--- src/mte_pkg.sv ---
// shared types, codes and sizes of the timer expiry table
package mte_pkg;

	// table size and derived widths
	localparam int NUM_TIMERS  = 16;
	localparam int IDX_W       = (NUM_TIMERS > 1) ? $clog2(NUM_TIMERS) : 1;
	localparam int QUEUE_DEPTH = 2;
	localparam int QPTR_W      = (QUEUE_DEPTH > 1) ? $clog2(QUEUE_DEPTH) : 1;
	localparam int QCNT_W      = $clog2(QUEUE_DEPTH + 1);

	// command codes on the input channel
	localparam logic [2:0] CMD_CONFIG = 3'd0;
	localparam logic [2:0] CMD_START  = 3'd1;
	localparam logic [2:0] CMD_STOP   = 3'd2;
	localparam logic [2:0] CMD_RUN    = 3'd3;
	localparam logic [2:0] CMD_QUERY  = 3'd4;
	localparam logic [2:0] CMD_CLEAR  = 3'd5;

	// result kinds on the output channel
	localparam logic [1:0] KIND_EXPIRY  = 2'd0;
	localparam logic [1:0] KIND_SUMMARY = 2'd1;
	localparam logic [1:0] KIND_QUERY   = 2'd2;

	// remaining times above this count as already passed
	localparam logic [31:0] HALF_RANGE = 32'h7FFF_FFFF;

	typedef enum logic [1:0] {
		TS_UNUSED    = 2'd0,
		TS_STOPPED   = 2'd1,
		TS_RUNNING   = 2'd2,
		TS_COMPLETED = 2'd3
	} timer_status_t;

	typedef enum logic [2:0] {
		OP_CONFIG,
		OP_START,
		OP_STOP,
		OP_RUN,
		OP_QUERY,
		OP_CLEAR
	} op_kind_t;

	typedef enum logic [1:0] {
		BK_IDLE,
		BK_SCAN,
		BK_SUMMARY
	} back_state_t;

	typedef struct packed {
		logic [2:0]  command;
		logic [3:0]  timer_index;
		logic [15:0] callback_param;
		logic [30:0] delay_ms;
		logic [31:0] now_ms;
	} mte_in_t;

	typedef struct packed {
		logic [1:0]  result_kind;
		logic [3:0]  expired_index;
		logic [15:0] expired_param;
		logic [30:0] next_delay_ms;
		logic        is_running;
		logic        last;
	} mte_out_t;

	// classified operation handed from front to back
	typedef struct packed {
		op_kind_t    op;
		logic        idx_ok;
		logic [3:0]  idx;
		logic [15:0] param;
		logic [30:0] delay;
		logic [31:0] now;
	} mte_op_t;

endpackage

--- src/mte_front.sv ---
// front end: accepts commands, classifies them and queues them for the back end
module mte_front
	import mte_pkg::*;
(
	input  logic    clk,
	input  logic    arst_n,
	input  logic    cmd_valid,
	output logic    cmd_ready,
	input  mte_in_t cmd,
	output logic    op_valid,
	input  logic    op_ready,
	output mte_op_t op
);

	mte_op_t             cls_op;
	logic                cls_known;
	logic                push;
	logic                pop;
	mte_op_t             queue_q [QUEUE_DEPTH];
	logic [QPTR_W-1:0]   wr_ptr_q;
	logic [QPTR_W-1:0]   rd_ptr_q;
	logic [QCNT_W-1:0]   count_q;

	// classify the command; unknown codes are taken and dropped
	always_comb begin
		cls_known     = 1'b1;
		cls_op.op     = OP_CONFIG;
		cls_op.idx_ok = (32'(cmd.timer_index) < NUM_TIMERS);
		cls_op.idx    = cmd.timer_index;
		cls_op.param  = cmd.callback_param;
		cls_op.delay  = cmd.delay_ms;
		cls_op.now    = cmd.now_ms;
		unique case (cmd.command)
			CMD_CONFIG: cls_op.op = OP_CONFIG;
			CMD_START:  cls_op.op = OP_START;
			CMD_STOP:   cls_op.op = OP_STOP;
			CMD_RUN:    cls_op.op = OP_RUN;
			CMD_QUERY:  cls_op.op = OP_QUERY;
			CMD_CLEAR:  cls_op.op = OP_CLEAR;
			default:    cls_known = 1'b0;
		endcase
	end

	// queue handshakes
	assign cmd_ready = (count_q != QCNT_W'(QUEUE_DEPTH));
	assign push      = cmd_valid && cmd_ready && cls_known;
	assign op_valid  = (count_q != '0);
	assign pop       = op_valid && op_ready;
	assign op        = queue_q[rd_ptr_q];

	// queue storage
	always_ff @(posedge clk) begin
		if (push) begin
			queue_q[wr_ptr_q] <= cls_op;
		end
	end

	// queue pointers and fill count
	always_ff @(posedge clk or negedge arst_n) begin
		if (!arst_n) begin
			wr_ptr_q <= '0;
			rd_ptr_q <= '0;
			count_q  <= '0;
		end else begin
			if (push) begin
				wr_ptr_q <= (wr_ptr_q == QPTR_W'(QUEUE_DEPTH - 1)) ? '0 : wr_ptr_q + 1'b1;
			end
			if (pop) begin
				rd_ptr_q <= (rd_ptr_q == QPTR_W'(QUEUE_DEPTH - 1)) ? '0 : rd_ptr_q + 1'b1;
			end
			if (push && !pop) begin
				count_q <= count_q + 1'b1;
			end else if (pop && !push) begin
				count_q <= count_q - 1'b1;
			end
		end
	end

endmodule

--- src/mte_back.sv ---
// back end: timer table, run scan sequencer and result register
module mte_back
	import mte_pkg::*;
(
	input  logic     clk,
	input  logic     arst_n,
	input  logic     op_valid,
	output logic     op_ready,
	input  mte_op_t  op,
	output logic     res_valid,
	input  logic     res_ready,
	output mte_out_t res
);

	back_state_t        state_q;
	back_state_t        state_d;
	timer_status_t      status_q [NUM_TIMERS];
	logic [15:0]        param_q  [NUM_TIMERS];
	logic [31:0]        expiry_q [NUM_TIMERS];
	logic [IDX_W-1:0]   cnt_q;
	logic [31:0]        now_q;
	logic [31:0]        best_q;
	logic               any_q;
	logic               res_valid_q;
	mte_out_t           res_q;

	logic [IDX_W-1:0]   op_addr;
	logic [IDX_W-1:0]   st_addr;
	timer_status_t      rd_status;
	logic [31:0]        diff;
	logic               scan_running;
	logic               expire;
	logic               slot_free;
	logic               take;
	logic               scan_go;
	logic               run_start;
	logic               clear_all;
	logic               st_we;
	timer_status_t      st_wdata;
	logic               store_we;
	logic               emit;
	mte_out_t           emit_data;

	localparam logic [IDX_W-1:0] CNT_LAST = IDX_W'(NUM_TIMERS - 1);

	// one status read port, shared by the command and the scan
	assign op_addr      = IDX_W'(op.idx);
	assign st_addr      = (state_q == BK_SCAN) ? cnt_q : op_addr;
	assign rd_status    = status_q[st_addr];
	assign diff         = expiry_q[cnt_q] - now_q;
	assign scan_running = (rd_status == TS_RUNNING);
	assign expire       = scan_running && ((diff == '0) || (diff > HALF_RANGE));
	assign slot_free    = !res_valid_q || res_ready;
	assign take         = op_valid && op_ready;

	// next state
	always_comb begin
		state_d = state_q;
		unique case (state_q)
			BK_IDLE: begin
				if (take && op.op == OP_RUN) begin
					state_d = BK_SCAN;
				end
			end
			BK_SCAN: begin
				if (scan_go && cnt_q == CNT_LAST) begin
					state_d = BK_SUMMARY;
				end
			end
			BK_SUMMARY: begin
				if (slot_free) begin
					state_d = BK_IDLE;
				end
			end
			default: state_d = BK_IDLE;
		endcase
	end

	// state outputs: table writes and results
	always_comb begin
		op_ready  = 1'b0;
		scan_go   = 1'b0;
		run_start = 1'b0;
		clear_all = 1'b0;
		st_we     = 1'b0;
		st_wdata  = TS_STOPPED;
		store_we  = 1'b0;
		emit      = 1'b0;
		emit_data = '0;
		unique case (state_q)
			BK_IDLE: begin
				op_ready = (op.op != OP_QUERY) || slot_free;
				if (op_valid && op_ready) begin
					unique case (op.op)
						OP_CONFIG: begin
							st_we    = op.idx_ok;
							st_wdata = TS_STOPPED;
						end
						OP_START: begin
							st_we    = op.idx_ok && (rd_status != TS_UNUSED);
							store_we = op.idx_ok && (rd_status != TS_UNUSED);
							st_wdata = TS_RUNNING;
						end
						OP_STOP: begin
							st_we    = op.idx_ok && (rd_status != TS_UNUSED);
							st_wdata = TS_STOPPED;
						end
						OP_RUN: run_start = 1'b1;
						OP_QUERY: begin
							emit                    = 1'b1;
							emit_data.result_kind   = KIND_QUERY;
							emit_data.expired_index = op.idx;
							emit_data.is_running    = op.idx_ok && (rd_status == TS_RUNNING);
							emit_data.last          = 1'b1;
						end
						OP_CLEAR: clear_all = 1'b1;
						default: ;
					endcase
				end
			end
			BK_SCAN: begin
				// an expiring entry waits for a free result slot
				scan_go = !expire || slot_free;
				if (scan_go && expire) begin
					st_we                   = 1'b1;
					st_wdata                = TS_COMPLETED;
					emit                    = 1'b1;
					emit_data.result_kind   = KIND_EXPIRY;
					emit_data.expired_index = 4'(cnt_q);
					emit_data.expired_param = param_q[cnt_q];
				end
			end
			BK_SUMMARY: begin
				if (slot_free) begin
					emit                    = 1'b1;
					emit_data.result_kind   = KIND_SUMMARY;
					emit_data.next_delay_ms = any_q ? best_q[30:0] : '0;
					emit_data.last          = 1'b1;
				end
			end
			default: ;
		endcase
	end

	// timer status table
	always_ff @(posedge clk or negedge arst_n) begin
		if (!arst_n) begin
			for (int i = 0; i < NUM_TIMERS; i++) begin
				status_q[i] <= TS_UNUSED;
			end
		end else if (clear_all) begin
			for (int i = 0; i < NUM_TIMERS; i++) begin
				status_q[i] <= TS_UNUSED;
			end
		end else if (st_we) begin
			status_q[st_addr] <= st_wdata;
		end
	end

	// parameter and expiry stores
	always_ff @(posedge clk) begin
		if (store_we) begin
			param_q[op_addr]  <= op.param;
			expiry_q[op_addr] <= op.now + 32'(op.delay);
		end
	end

	// scan context
	always_ff @(posedge clk) begin
		if (run_start) begin
			now_q <= op.now;
		end
	end

	always_ff @(posedge clk or negedge arst_n) begin
		if (!arst_n) begin
			state_q <= BK_IDLE;
			cnt_q   <= '0;
			best_q  <= '1;
			any_q   <= 1'b0;
		end else begin
			state_q <= state_d;
			if (run_start) begin
				cnt_q  <= '0;
				best_q <= '1;
				any_q  <= 1'b0;
			end else if (scan_go) begin
				cnt_q <= cnt_q + 1'b1;
				if (scan_running && !expire && diff < best_q) begin
					best_q <= diff;
					any_q  <= 1'b1;
				end
			end
		end
	end

	// result register
	always_ff @(posedge clk or negedge arst_n) begin
		if (!arst_n) begin
			res_valid_q <= 1'b0;
		end else if (emit) begin
			res_valid_q <= 1'b1;
		end else if (res_ready) begin
			res_valid_q <= 1'b0;
		end
	end

	always_ff @(posedge clk) begin
		if (emit) begin
			res_q <= emit_data;
		end
	end

	assign res_valid = res_valid_q;
	assign res       = res_q;

	// a run command starts the scan at the first entry
	a_run_starts_scan: assert property (@(posedge clk) disable iff (!arst_n)
		(state_q == BK_IDLE && take && op.op == OP_RUN) |=>
		(state_q == BK_SCAN && cnt_q == '0))
		else $error("run did not start scan at entry zero");

	// the last scanned entry leads to the summary
	a_scan_to_summary: assert property (@(posedge clk) disable iff (!arst_n)
		(state_q == BK_SCAN && scan_go && cnt_q == CNT_LAST) |=> (state_q == BK_SUMMARY))
		else $error("scan end did not reach summary");

	// a pending result is never overwritten
	a_no_overwrite: assert property (@(posedge clk) disable iff (!arst_n)
		(res_valid_q && !res_ready) |-> !emit)
		else $error("pending result overwritten");

	// a recorded least remaining time lies in the live half range
	a_best_range: assert property (@(posedge clk) disable iff (!arst_n)
		any_q |-> (best_q != '0 && best_q <= HALF_RANGE))
		else $error("least remaining time out of range");

endmodule

--- src/multi_timer_expiry_table_unit.sv ---
// top level of the one-shot millisecond timer table
//
// Commands enter on the cmd channel (cmd_valid / cmd_ready, payload cmd) and
// results leave on the res channel (res_valid / res_ready, payload res).
// The front end takes a command whenever its two-entry queue has room,
// drops unknown command codes, and queues the rest for the back end.
// The back end owns the timer table and a single result register.
// Configure, start, stop and clear give no result. A query's answer passes
// through the queue and the result register before it is on res, and the
// back end takes a query only while the result slot is free. A run scan
// holds the back end while it takes the command, visits each table entry
// in turn and then gives the summary, giving one expiry event per running
// timer whose time has passed and then the summary marked last. The back
// end takes no new command until a scan's summary has been emitted.
// When the receiver stalls, the result register holds; the scan waits on
// any entry that must emit while new commands still fill the queue.
// Reset makes every timer unused and empties the queue and result register.
module multi_timer_expiry_table_unit
	import mte_pkg::*;
(
	input  logic     clk,
	input  logic     arst_n,
	input  logic     cmd_valid,
	output logic     cmd_ready,
	input  mte_in_t  cmd,
	output logic     res_valid,
	input  logic     res_ready,
	output mte_out_t res
);

	logic    op_valid;
	logic    op_ready;
	mte_op_t op;

	// command intake and queue
	mte_front u_front (
		.clk       (clk),
		.arst_n    (arst_n),
		.cmd_valid (cmd_valid),
		.cmd_ready (cmd_ready),
		.cmd       (cmd),
		.op_valid  (op_valid),
		.op_ready  (op_ready),
		.op        (op)
	);

	// table, scan and results
	mte_back u_back (
		.clk       (clk),
		.arst_n    (arst_n),
		.op_valid  (op_valid),
		.op_ready  (op_ready),
		.op        (op),
		.res_valid (res_valid),
		.res_ready (res_ready),
		.res       (res)
	);

endmodule
--- config.mk ---
export PLATFORM = sky130hd
export DESIGN_NAME = multi_timer_expiry_table_unit
export DESIGN_NICKNAME = d
export VERILOG_FILES = /design/src/mte_pkg.sv /design/src/mte_front.sv /design/src/mte_back.sv /design/src/multi_timer_expiry_table_unit.sv
export SDC_FILE = /design/constraint.sdc
export NUM_CORES = 1
export LEC_CHECK = 0
export BUFFER_PORTS_ARGS = -buffer_cell sky130_fd_sc_hd__buf_2
export CAP_MARGIN = 20
export CORE_ASPECT_RATIO = 1.75
export CORE_MARGIN = 10
export CORE_UTILIZATION = 40
export DETAILED_ROUTE_END_ITERATION = 10
export PLACE_DENSITY = 0.51
export SLEW_MARGIN = 20
export SYNTH_ARGS = -nofsm -noshare
export SYNTH_HDL_FRONTEND = slang
export SYNTH_HIERARCHICAL = 1
export SYNTH_SLANG_ARGS = --single-unit
--- constraint.sdc ---
create_clock -name clk -period 14.9 [get_ports clk]
set_clock_uncertainty 0.05 [all_clocks]
set_input_delay 1.49 -clock clk [delete_from_list [all_inputs] [get_ports clk]]
set_output_delay 1.49 -clock clk [all_outputs]
set_load 0.1 [all_outputs]
== Word level (Yosys, flattened, before mapping) ==
Memory sizes are Yosys's and may differ from the RTL's.
Cells that the tools add are included.

* Reductions and logical operators: 41
* Bitwise logic cells: 1
* Add/subtract/negate cells: 7
* Equality and inequality tests: 19
* Multiplexer cells: 65
* Order comparisons: 4

{| class="wikitable"
|+ Operator list
! kind !! number
|-
| 32-bit two-way mux || 5
|-
| 32-bit by 31-bit adder with 32-bit output || 1
|-
| 32-bit bitwise mux || 1
|-
| 32-bit by 31-bit greater-than comparator with 1-bit output (second input constant) || 1
|-
| 32-bit logical NOT || 1
|-
| 32-bit less-than comparator || 1
|-
| 32-bit subtractor || 1
|-
| 1-bit two-way mux || 31
|-
| 2-bit two-way mux || 11
|-
| 20-bit two-way mux || 1
|-
| 3-bit case mux with 5 select lines || 1
|-
| 2-bit nonzero test || 7
|-
| 1-bit logical AND || 13
|-
| 3-bit by 2-bit equality test with 1-bit output (second input constant) || 4
|-
| 3-bit equality test (second input constant) || 4
|-
| 4-bit two-way mux || 3
|-
| 6-bit two-way mux || 2
|-
| 2-bit case mux with 3 select lines || 2
|-
| 3-bit AND reduction || 3
|-
| 2-bit binary-select mux with 4-bit select || 1
|-
| 2-bit demux with 4-bit select || 1
|-
| 4-bit case mux with 2 select lines || 1
|-
| 3-bit by 1-bit equality test with 1-bit output (second input constant) || 2
|-
| 3-bit logical NOT || 2
|-
| other kinds (23) || 37
|}

* Word-level logic and storage cells: 171
* Memories kept: 3
* RAM bits: 940
* Output and inout bits: 57
* Register bits after elaboration: 163
* Input bits: 90

{| class="wikitable"
|+ Memory list
! name !! words !! bits a word !! read ports !! clocked after Yosys merged registers in !! wr ports !! line !! RTL
|-
| u_back.expiry_q || 16 || 32 || 1 || 0 || 1 || mte_back.sv:19 || <nowiki>logic [31:0] expiry_q [NUM_TIMERS];</nowiki>
|-
| u_back.param_q || 16 || 16 || 1 || 0 || 1 || mte_back.sv:18 || <nowiki>logic [15:0] param_q [NUM_TIMERS];</nowiki>
|-
| u_front.queue_q || 2 || 86 || 1 || 0 || 1 || mte_front.sv:19 || <nowiki>mte_op_t queue_q [QUEUE_DEPTH];</nowiki>
|}

== Depth between registers and ports, before layout ==
Gate-level depths: netlist (run 1).

* Depth in word-level cells: 16
* Gate-level depth with buffers: 28

== By module ==
Netlist (run 1), hierarchy kept.

{| class="wikitable"
|+ By module, submodules not included
! module !! seq. area each (um^2) !! cells an instance !! area each (um^2) !! times used
|-
| mte_back || 27,516.4 || 2,231 || 40,075.9 || 1
|-
| mte_front || 5,265.0 || 293 || 6,557.5 || 1
|}

== Worst setup path before layout (run 1) ==
No wires, ideal clock.

* Path type: register to register
* Start: register u_back.cnt_q[0]
* End: register u_back.res_q (netlist bit u_back/res[0]) (enable)
* Path buffers: 5
* Data arrival time: 6.723 ns
* Cell stages (with the launch flop): 19
* Required time: 14.435 ns
* Setup slack: 7.713 ns
* Library setup time: 0.415 ns
* Cells stage by stage: dfrtp_1 buf_2 clkbuf_1 buf_1 buf_1 mux4_2 mux4_2 fa_1 nand3_1 a211oi_2 o21ai_2 a2111oi_4 o2111a_1 or4_4 a2111oi_4 nand4_4 o2bb2a_4 buf_6 nand2_1

* Word-level cells in the longest chain between the ends: 12
* Elaborated cells on any way between the ends: 17
* Classes of those cells: 1 x add/sub; 1 x order compare; 1 x eq/ne; 6 x mux; 1 x bitwise; 6 x reduce/logical; 1 x memory

{| class="wikitable"
|+ RTL lines
! what !! line !! RTL
|-
| start, declared || mte_back.sv:20 || <nowiki>logic [IDX_W-1:0] cnt_q;</nowiki>
|-
| start signal, assigned || mte_back.sv:188 || <nowiki>cnt_q <= cnt_q + 1'b1;</nowiki>
|-
| parallel branches: the longest is 6 deep, another holds memory 16 x 32 bit || n/a ||
|-
| 1-bit logical AND * || mte_back.sv:52 || <nowiki>assign expire = scan_running && ((diff == '0) || (diff > HALF_RANGE));</nowiki>
|-
| 1-bit logical NOT || mte_back.sv:123 || <nowiki>scan_go = !expire || slot_free;</nowiki>
|-
| 1-bit logical OR || mte_back.sv:123 ||
|-
| 1-bit logical AND * || mte_back.sv:124 || <nowiki>if (scan_go && expire) begin</nowiki>
|-
| 1-bit two-way mux * || mte_back.sv:124 ||
|-
| 1-bit case mux with 3 select lines * || mte_back.sv:90 || <nowiki>unique case (state_q)</nowiki>
|-
| via u_back.emit || mte_back.sv:41 || <nowiki>logic emit;</nowiki>
|-
| end signal, assigned || mte_back.sv:210 || <nowiki>res_q <= emit_data;</nowiki>
|-
| end, declared || mte_back.sv:25 || <nowiki>mte_out_t res_q;</nowiki>
|}

Mark *: on every way through the listed nets, which the timed path passes. The select of a mux whose other input is x is not followed.
A chain may end at the register's enable or synchronous reset.

== Worst setup path after layout (run 1) ==
* Start: register u_back.cnt_q[0]
* End: register u_back.best_q[21]

* Word-level cells in the longest chain between the ends: 12
* Elaborated cells on any way between the ends: 24
* Classes of those cells: 1 x add/sub; 2 x order compare; 1 x eq/ne; 8 x mux; 1 x bitwise; 10 x reduce/logical; 1 x memory

{| class="wikitable"
|+ RTL lines
! what !! line !! RTL
|-
| parallel branches: the longest is 12 deep, another holds memory 16 x 32 bit || n/a ||
|-
| end signal, assigned || mte_back.sv:190 || <nowiki>best_q <= diff;</nowiki>
|-
| end, declared || mte_back.sv:22 || <nowiki>logic [31:0] best_q;</nowiki>
|}

Several ways; the timed one is not identified. The select of a mux whose other input is x is not followed.

==> run metrics, run 1 <==
status=complete, no violations; CP endpoint kind=flop; largest area contributor in the synthesized netlist=sky130_fd_sc_hd__edfxtp_1; slowest stage delay, CP=0.98 ns; grt ovf=0; power density over the cells=241 mW/mm2; sort of element at the start of the critical path=flop; Initial Util=40.3%; Final min period=8.48 ns; Num CTS Buffers=103; maximum level of the CTS H-tree=3; Slew headroom=26.2%; Post-synth EDFFs=1027; post-synthesis simple-gate area fraction=4.03%; worst hold slack=0.457 ns; share of synthesized cell area in full adder, half adder and majority cells=2.55%; post-synthesis instance area=0.0466 mm2; Chip Width=278 um; Distinct cells, synth=99; Fmax=0.118 GHz; Slowest-stage cell, CP=sky130_fd_sc_hd__dfrtp_4; proportion of total power due to net switching=38.1%; gp weighted congestion=0.894; number of buffers added to fix hold violations after cts=0; Seq/Total Area, Yosys=70.3%; number of max-cap violations=0; internal power=0.00789 W; setup repair after global routing missed its margin=no; transition time at the pin with the least slew margin=1.11 ns; aggregate routed wire length=123000 um; fraction of layout instances using a drive strength above 1=29.7%; cell-by-cell trace of the critical path=buf_4, mux4_2, mux4_2, ha_1, nor2b_1, o31a_1, o41ai_2, o211ai_1, a31o_2, xor2_1, ha_1, nand4_1, nor3_1, a211oi_1, o21ai_0, a21o_1, a21oi_1, o31ai_1, a21oi_1, nor4_2, nor4_4, buf_4, mux2_2; iteration count of the initial detailed-routing pass=6; portion of the clock cycle consumed by the worst path in the final layout=56.9%; maximum fanout along the worst path=41; maximum VDD drop=142 uV; area share of the largest cell type after synthesis=66.1%; area of the core=0.116 mm2; synthesis-to-finish area growth=13.4%; multiplexer area fraction after synthesis=15.3%; post-placement cell count=4112; setup tns final=0 ns; power spent charging and discharging nets=0.00486 W; async set or reset register ratio after synthesis=6.89%; buffer depth of the longest clock path=3; number of DRC violations after detailed-routing iteration 0=1791; total of endpoints with negative setup slack in the final report=0; most area-consuming cells after synthesis=sky130_fd_sc_hd__edfxtp_1 66%, sky130_fd_sc_hd__mux4_2 12%, sky130_fd_sc_hd__ha_1 2.5%, sky130_fd_sc_hd__dfrtp_1 2.4%, sky130_fd_sc_hd__dfstp_2 1.8%; register share of total power=36.9%; per-instance average area after synthesis=18.5 um2; Combinational Power Share=42.4%; data arrival time of the critical path=9.10 ns; Via Count=24297; clock tree from TritonCTS=built; port buffer count=146; filler instances=9910; overall global routing resource usage=18.6%; remaining routing DRC violations=0; # Post-CTS Setup Buffers=0; clock group share of total power=20.7%; Total Die Area=0.131 mm2; number of ports placed on the die boundary=147; count of pins over their slew limit=0; number of hold violations in the final report=0; Layout Nets=2900; leakage dissipation=18.1 nW; Root Buffer Master=sky130_fd_sc_hd__clkbuf_16; Final Instance Area=0.0529 mm2; leading register cell type out of synthesis=sky130_fd_sc_hd__edfxtp_1; Antenna Violating Nets Remaining=0; number of warnings printed during yosys synthesis=6; leading cell types in the layout, fill and taps excluded=1027 x sky130_fd_sc_hd__edfxtp_1, 247 x sky130_fd_sc_hd__mux4_2, 145 x sky130_fd_sc_hd__buf_2, 107 x sky130_fd_sc_hd__inv_1, 104 x sky130_fd_sc_hd__clkbuf_16; Cell Count, Final, Fillers Out=4307; latest clock arrival within the worst-skew pair=0.74 ns; clock tree sinks=1103; detail-routed net length per standard cell=28.5 um; Crit Path Category=reg2reg; count of standard-cell rows=165; Die H=472 um; Synth Area in XOR/XNOR=1.09%; HPWL Detailed=72900 um; syn nets=2708; wire length of the first global-routing pass=180000 um; Synth Area in Compound Gates=4.75%; CTS clk-pin slew, worst paths=0.07 ns; largest net degree at the start of global routing=133; initial antenna violation count=3; vias in the first global route=25946; post-cts sizing count=0; commonest non-fill, non-tap cell in the layout=sky130_fd_sc_hd__edfxtp_1; dominant combinational cell family by area after synthesis=multiplexers; Placement Cell Area=0.0493 mm2; Yosys reg bits=1103; synthesized netlist cell count=2524; Via density=5.64; worst endpoint required time=15.52 ns; Hold Crit Class=reg2reg
-- logic make-up after synthesis --
family	count (synthesis)
mux	373
simple gates	371
xor+xnor	57
flops	1103
compound gates	308
other cells	1
buf+inv	217
fa+ha+maj	94
-- layout make-up --
type / instances / area [um2] / area share, %
Antenna cell: 1 / 2.50 / 0.00473
Multi-Input combinational cell: 1204 / 13300 / 25.1
Timing Repair Buffer: 195 / 1150 / 2.18
Tap cell: 1503 / 1880 / 3.56
Clock buffer: 122 / 2690 / 5.09
Sequential cell: 1103 / 32800 / 62.0
Inverter: 109 / 410 / 0.776
Clock inverter: 70 / 672 / 1.27
-- through the flow --
step | setup slack, ns | power [W] | util, %
6_report | 6.42 | 0.0127 | 45.7
5_1_grt | 5.67 | 0.0134 | 45.7
4_1_cts | 6.33 | 0.0128 | 45.5
3_5_place_dp | 6.35 | 0.0101 | 42.6
3_3_place_gp | 6.38 | 0.00999 | 42.6
2_1_floorplan | 7.71 | 0.00848 | -
-- cells in the mapped netlist (4+ instances only) --
cell / n
sky130_fd_sc_hd__edfxtp_1: 1027
sky130_fd_sc_hd__mux4_2: 247
sky130_fd_sc_hd__inv_1: 108
sky130_fd_sc_hd__nand2_1: 97
sky130_fd_sc_hd__ha_1: 92
sky130_fd_sc_hd__nor2_1: 86
sky130_fd_sc_hd__a21oi_1: 73
sky130_fd_sc_hd__clkbuf_1: 61
sky130_fd_sc_hd__mux2_2: 61
sky130_fd_sc_hd__mux2_4: 46
sky130_fd_sc_hd__dfrtp_1: 44
sky130_fd_sc_hd__o21ai_0: 43
sky130_fd_sc_hd__xnor2_1: 39
sky130_fd_sc_hd__and3_1: 36
sky130_fd_sc_hd__dfstp_2: 32
sky130_fd_sc_hd__and2_1: 29
sky130_fd_sc_hd__nand3_1: 28
sky130_fd_sc_hd__a31oi_1: 27
sky130_fd_sc_hd__nor3_1: 25
sky130_fd_sc_hd__a21o_1: 24
sky130_fd_sc_hd__buf_1: 21
sky130_fd_sc_hd__mux2i_1: 18
sky130_fd_sc_hd__xor2_1: 17
sky130_fd_sc_hd__a211oi_1: 14
sky130_fd_sc_hd__nor2b_1: 13
sky130_fd_sc_hd__nand2b_1: 12
sky130_fd_sc_hd__buf_2: 11
sky130_fd_sc_hd__o31ai_1: 11
sky130_fd_sc_hd__buf_6: 10
sky130_fd_sc_hd__nand4_1: 10
sky130_fd_sc_hd__o21a_1: 10
sky130_fd_sc_hd__a311oi_1: 9
sky130_fd_sc_hd__a32oi_1: 9
sky130_fd_sc_hd__o21bai_1: 7
sky130_fd_sc_hd__or2_2: 7
sky130_fd_sc_hd__o211ai_1: 6
sky130_fd_sc_hd__o31a_1: 6
sky130_fd_sc_hd__or3_1: 6
sky130_fd_sc_hd__a31o_2: 4
sky130_fd_sc_hd__buf_4: 4
sky130_fd_sc_hd__o21ai_1: 4
-- final timing paths --
check	from	endpoint	slack (ns)	cells after the start
max	u_back/cnt_q[0]	u_back/best_q[21]	6.42	23
min	u_front/count_q[1]	u_front/count_q[1]	0.46	1
max reg2reg	u_back/cnt_q[0]	u_back/best_q[21]	6.42	23
min reg2reg	u_front/count_q[1]	u_front/count_q[1]	0.46	1
max in group asynchronous	arst_n	u_back/cnt_q[0]	13.38	1
min in group asynchronous	arst_n	u_front/rd_ptr_q	0.76	1
-- worst max-delay path, delay by kind of cell, from the launching register on --
| family | cells | cell delay [ns] |
|---|---|---|
| fa+ha+maj | 2 | 0.61 |
| simple gates | 5 | 1.21 |
| mux | 3 | 1.52 |
| compound gates | 10 | 2.29 |
| flops | 1 | 0.98 |
| buf+inv | 2 | 1.32 |
| xor+xnor | 1 | 0.32 |
-- power groups by stage --
stage | sequential, W | clock (W) | combinational, W
6_report | 0.00470 | 0.00264 | 0.00540
3_3_place_gp | 0.00477 | 0 | 0.00522
5_1_grt | 0.00473 | 0.00284 | 0.00586
4_1_cts | 0.00472 | 0.00272 | 0.00537
3_5_place_dp | 0.00478 | 0 | 0.00535
2_1_floorplan | 0.00489 | 0 | 0.00359
-- layer usage --
layer | up-vias | global-route usage [%] | share of wire (%)
met3 | 190 | 3.32 | 5.4
met5 | - | 0 | 0.011
li1 | 10539 | - | -
met4 | 2 | 6.02 | 3.0
met1 | 12804 | 24.3 | 42
met2 | 762 | 31.1 | 49
-- state kept, by name (all words and copies together) (netlist names), 2 cells and up --
register         flops
u_back/now_q        32
u_back/cnt_q         4
u_back/expiry_q    512
u_front/queue_q    172
u_back/param_q     256
u_back/best_q       32
u_back/state_q       2
u_back/status_q     32
u_front/count_q      2
u_back/res          55
Power figures use the tool's default switching activity.
==> run 2, diff against run 1 <==
ABC_AREA = 1   (was not set)
PLACE_DENSITY = 0.53   (was 0.51)
clock period = 7.16 ns   (was 14.9 ns; I/O delays follow)
==> run metrics, run 2 <==
worst min-delay path startpoint=cmd[65]; worst endpoint required time=7.76 ns; CTS clk-pin slew, worst paths=0.07 ns; number of DRC violations after detailed-routing iteration 0=2308; GR Layer Usage met3=2.29%; depth of the worst register-to-register path=32; Via Count=31736; commonest non-fill, non-tap cell in the layout=sky130_fd_sc_hd__edfxtp_1; gp weighted congestion=0.942; Slew headroom=25.0%; synthesis-to-finish area growth=13.2%; setup tns final=0 ns; largest delay contributor family on the critical path=simple AND/OR/NAND/NOR gates; Slowest-stage cell, CP=sky130_fd_sc_hd__dfrtp_4; iteration count of the initial detailed-routing pass=6; post-synthesis instance area=0.0478 mm2; worst-case setup margin in the final layout=1.11 ns; count of standard-cell rows=167; Die H=477 um; Seq/Total Area, Yosys=68.6%; CP endpoint kind=flop; Synth Area in Compound Gates=8.95%; met1 Use GR=23.2%; Total Die Area=0.134 mm2; clock tree sinks=1103; async set or reset register ratio after synthesis=6.89%; post-synthesis simple-gate area fraction=15.0%; Post-synth EDFFs=1027; area share of the largest cell type after synthesis=64.5%; most area-consuming cells after synthesis=sky130_fd_sc_hd__edfxtp_1 65%, sky130_fd_sc_hd__nand2_1 6.9%, sky130_fd_sc_hd__o21ai_0 4.4%, sky130_fd_sc_hd__nor2_1 4.4%, sky130_fd_sc_hd__ha_1 2.4%; aggregate routed wire length=137000 um; Fmax=0.165 GHz; total stage count of the critical path=32; remaining routing DRC violations=0; post-cts sizing count=0; worst setup path endpoint=u_back/best_q[19]; met2 Resource Use GR=36.8%; sort of element at the start of the critical path=flop; flip-flop count of the largest register after layout=512; leading register cell type out of synthesis=sky130_fd_sc_hd__edfxtp_1; minimum setup slack among reg-to-reg paths=1.11 ns; power density over the cells=537 mW/mm2; most crowded layer after global routing=met2; maximum fanout along the worst path=58; fraction of layout instances using a drive strength above 1=11.8%; dominant combinational cell family by area after synthesis=simple AND/OR/NAND/NOR gates; total of endpoints with negative setup slack in the final report=0; Synth Area in XOR/XNOR=0.803%; Distinct cells, synth=53; transition time at the pin with the least slew margin=1.12 ns; synthesized netlist cell count=4218; Hold Crit Class=in2reg; status=complete, no violations; largest net degree at the start of global routing=149; HPWL Detailed=84800 um; largest reg by FF count=u_back/expiry_q; per-instance average area after synthesis=11.3 um2; data arrival time of the critical path=6.65 ns; initial antenna violation count=1; Root Buffer Master=sky130_fd_sc_hd__clkbuf_16; leakage dissipation=20.1 nW; area of the core=0.118 mm2; launch point of the worst path=u_back/cnt_q[1]; largest area contributor in the synthesized netlist=sky130_fd_sc_hd__edfxtp_1; most prevalent standard cell on the critical path=sky130_fd_sc_hd__nand2_1; number of hold violations in the final report=0; Via density=5.33; number of buffer and inverter stages on the critical path=3; cell with the most instances after synthesis=sky130_fd_sc_hd__edfxtp_1; buffer depth of the longest clock path=3; Crit Path Category=reg2reg; number of ports placed on the die boundary=147; grt ovf=0; Initial Util=40.4%; number of warnings printed during yosys synthesis=6; Layout Nets=4527; endpoint of the lowest-slack register-to-register path=u_back/best_q[19]; port buffer count=146; multiplexer area fraction after synthesis=0%; Yosys reg bits=1103; biggest regs=u_back/expiry_q: 512 flops, u_back/param_q: 256 flops, u_front/queue_q: 172 flops; count of pins over their slew limit=0; Final Instance Area=0.0541 mm2; worst r2r src=u_back/cnt_q[1]; Final min period=6.05 ns; detail-routed net length per standard cell=23.0 um; share of synthesized cell area in full adder, half adder and majority cells=2.49%; Num CTS Buffers=103; wire length of the first global-routing pass=203000 um; number of max-cap violations=0; vias in the first global route=31833; # Post-CTS Setup Buffers=0; maximum VDD drop=314 uV; slowest stage delay, CP=0.65 ns; clock tree from TritonCTS=built; Chip Width=281 um; Placement Cell Area=0.0507 mm2; latest clock arrival within the worst-skew pair=0.74 ns; post-route total power=0.0290 W; setup repair after global routing missed its margin=no; leading cell types in the layout, fill and taps excluded=1027 x sky130_fd_sc_hd__edfxtp_1, 882 x sky130_fd_sc_hd__nand2_1, 537 x sky130_fd_sc_hd__nor2_1, 418 x sky130_fd_sc_hd__o21ai_0, 268 x sky130_fd_sc_hd__inv_1; syn nets=4402; pre-CTS setup slack=1.11 ns; Antenna Violating Nets Remaining=0; leading post-synthesis cells by instance count=1027 x sky130_fd_sc_hd__edfxtp_1, 883 x sky130_fd_sc_hd__nand2_1, 555 x sky130_fd_sc_hd__nor2_1; maximum level of the CTS H-tree=3; portion of the clock cycle consumed by the worst path in the final layout=84.6%; overall global routing resource usage=20.1%
[run 2: cell types whose count changed in the layout (fill, tap and decap cells not counted), moves of 62 or more]
cell,delta
sky130_fd_sc_hd__nand3_1,+152
sky130_fd_sc_hd__nor2_1,+465
sky130_fd_sc_hd__nand2_1,+786
sky130_fd_sc_hd__inv_1,+161
sky130_fd_sc_hd__o221ai_1,+62
sky130_fd_sc_hd__o21ai_0,+375
sky130_fd_sc_hd__o22ai_1,+130
sky130_fd_sc_hd__mux4_2,-247
[run 2: layout make-up]
cell class / count / area (um2)
fill: 10846 / 64400
tap: 1521 / 1900
sequential: 1103 / 32800
multi-input combinational: 2629 / 13400
antenna: 1 / 2.50
clock buffer: 133 / 2690
clock inverter: 58 / 696
inverter: 286 / 1090
timing repair buffer: 220 / 1570
[run 2: logic make-up (layout without fill, tap and decap cells)]
logic type | after synthesis | after routing
buf+inv | 486 | 697
xor+xnor | 43 | 43
other cells | 1 | 2
flops | 1103 | 1103
fa+ha+maj | 94 | 94
simple gates | 1750 | 1750
compound gates | 741 | 741
[run 2: layer usage]
metal  vias up  part of all wire [%]
li1      15049                     -
met5         -                     0
met4         0                   4.2
met1     15734                    39
met3       202                   4.0
met2       751                    53
[run 2: through the flow]
stage | instances | utilization (%) | hold WS [ns]
floorplan | 4218 | - | 0.370
global placement | 5757 | 42.8 | 0.402
detailed placement | 5758 | 42.8 | 0.403
CTS | 5950 | 45.7 | 0.0533
global route | 5951 | 45.7 | 0.0954
finish | 5951 | 45.7 | 0.117
[run 2: what timing repair did]
item	CTS	global route
hold buffers	1	0
endpoints found under the setup margin	0	0
endpoints found under the hold margin	6	0
[run 2: where the power goes]
part	total [W]	switching, W	internal, W	leakage [nW]
Combinational	0.0136	0.0101	0.00344	8.27
Sequential	0.00996	0.000254	0.00971	10.2
Clock	0.00553	0.00245	0.00308	1.63
Total	0.0290	0.0128	0.0162	20.1
[run 2: worst min path at each step]
stage	to	slack (ns)	cells after the start
2_1_floorplan	u_back/any_q	0.37	0
3_3_place_gp	u_back/best_q[20]	0.40	2
3_5_place_dp	u_back/best_q[16]	0.40	2
4_1_cts	u_front/queue_q[1][65]	0.05	1
5_1_grt	u_front/queue_q[1][65]	0.1	1
6_report	u_front/queue_q[1][65]	0.12	1
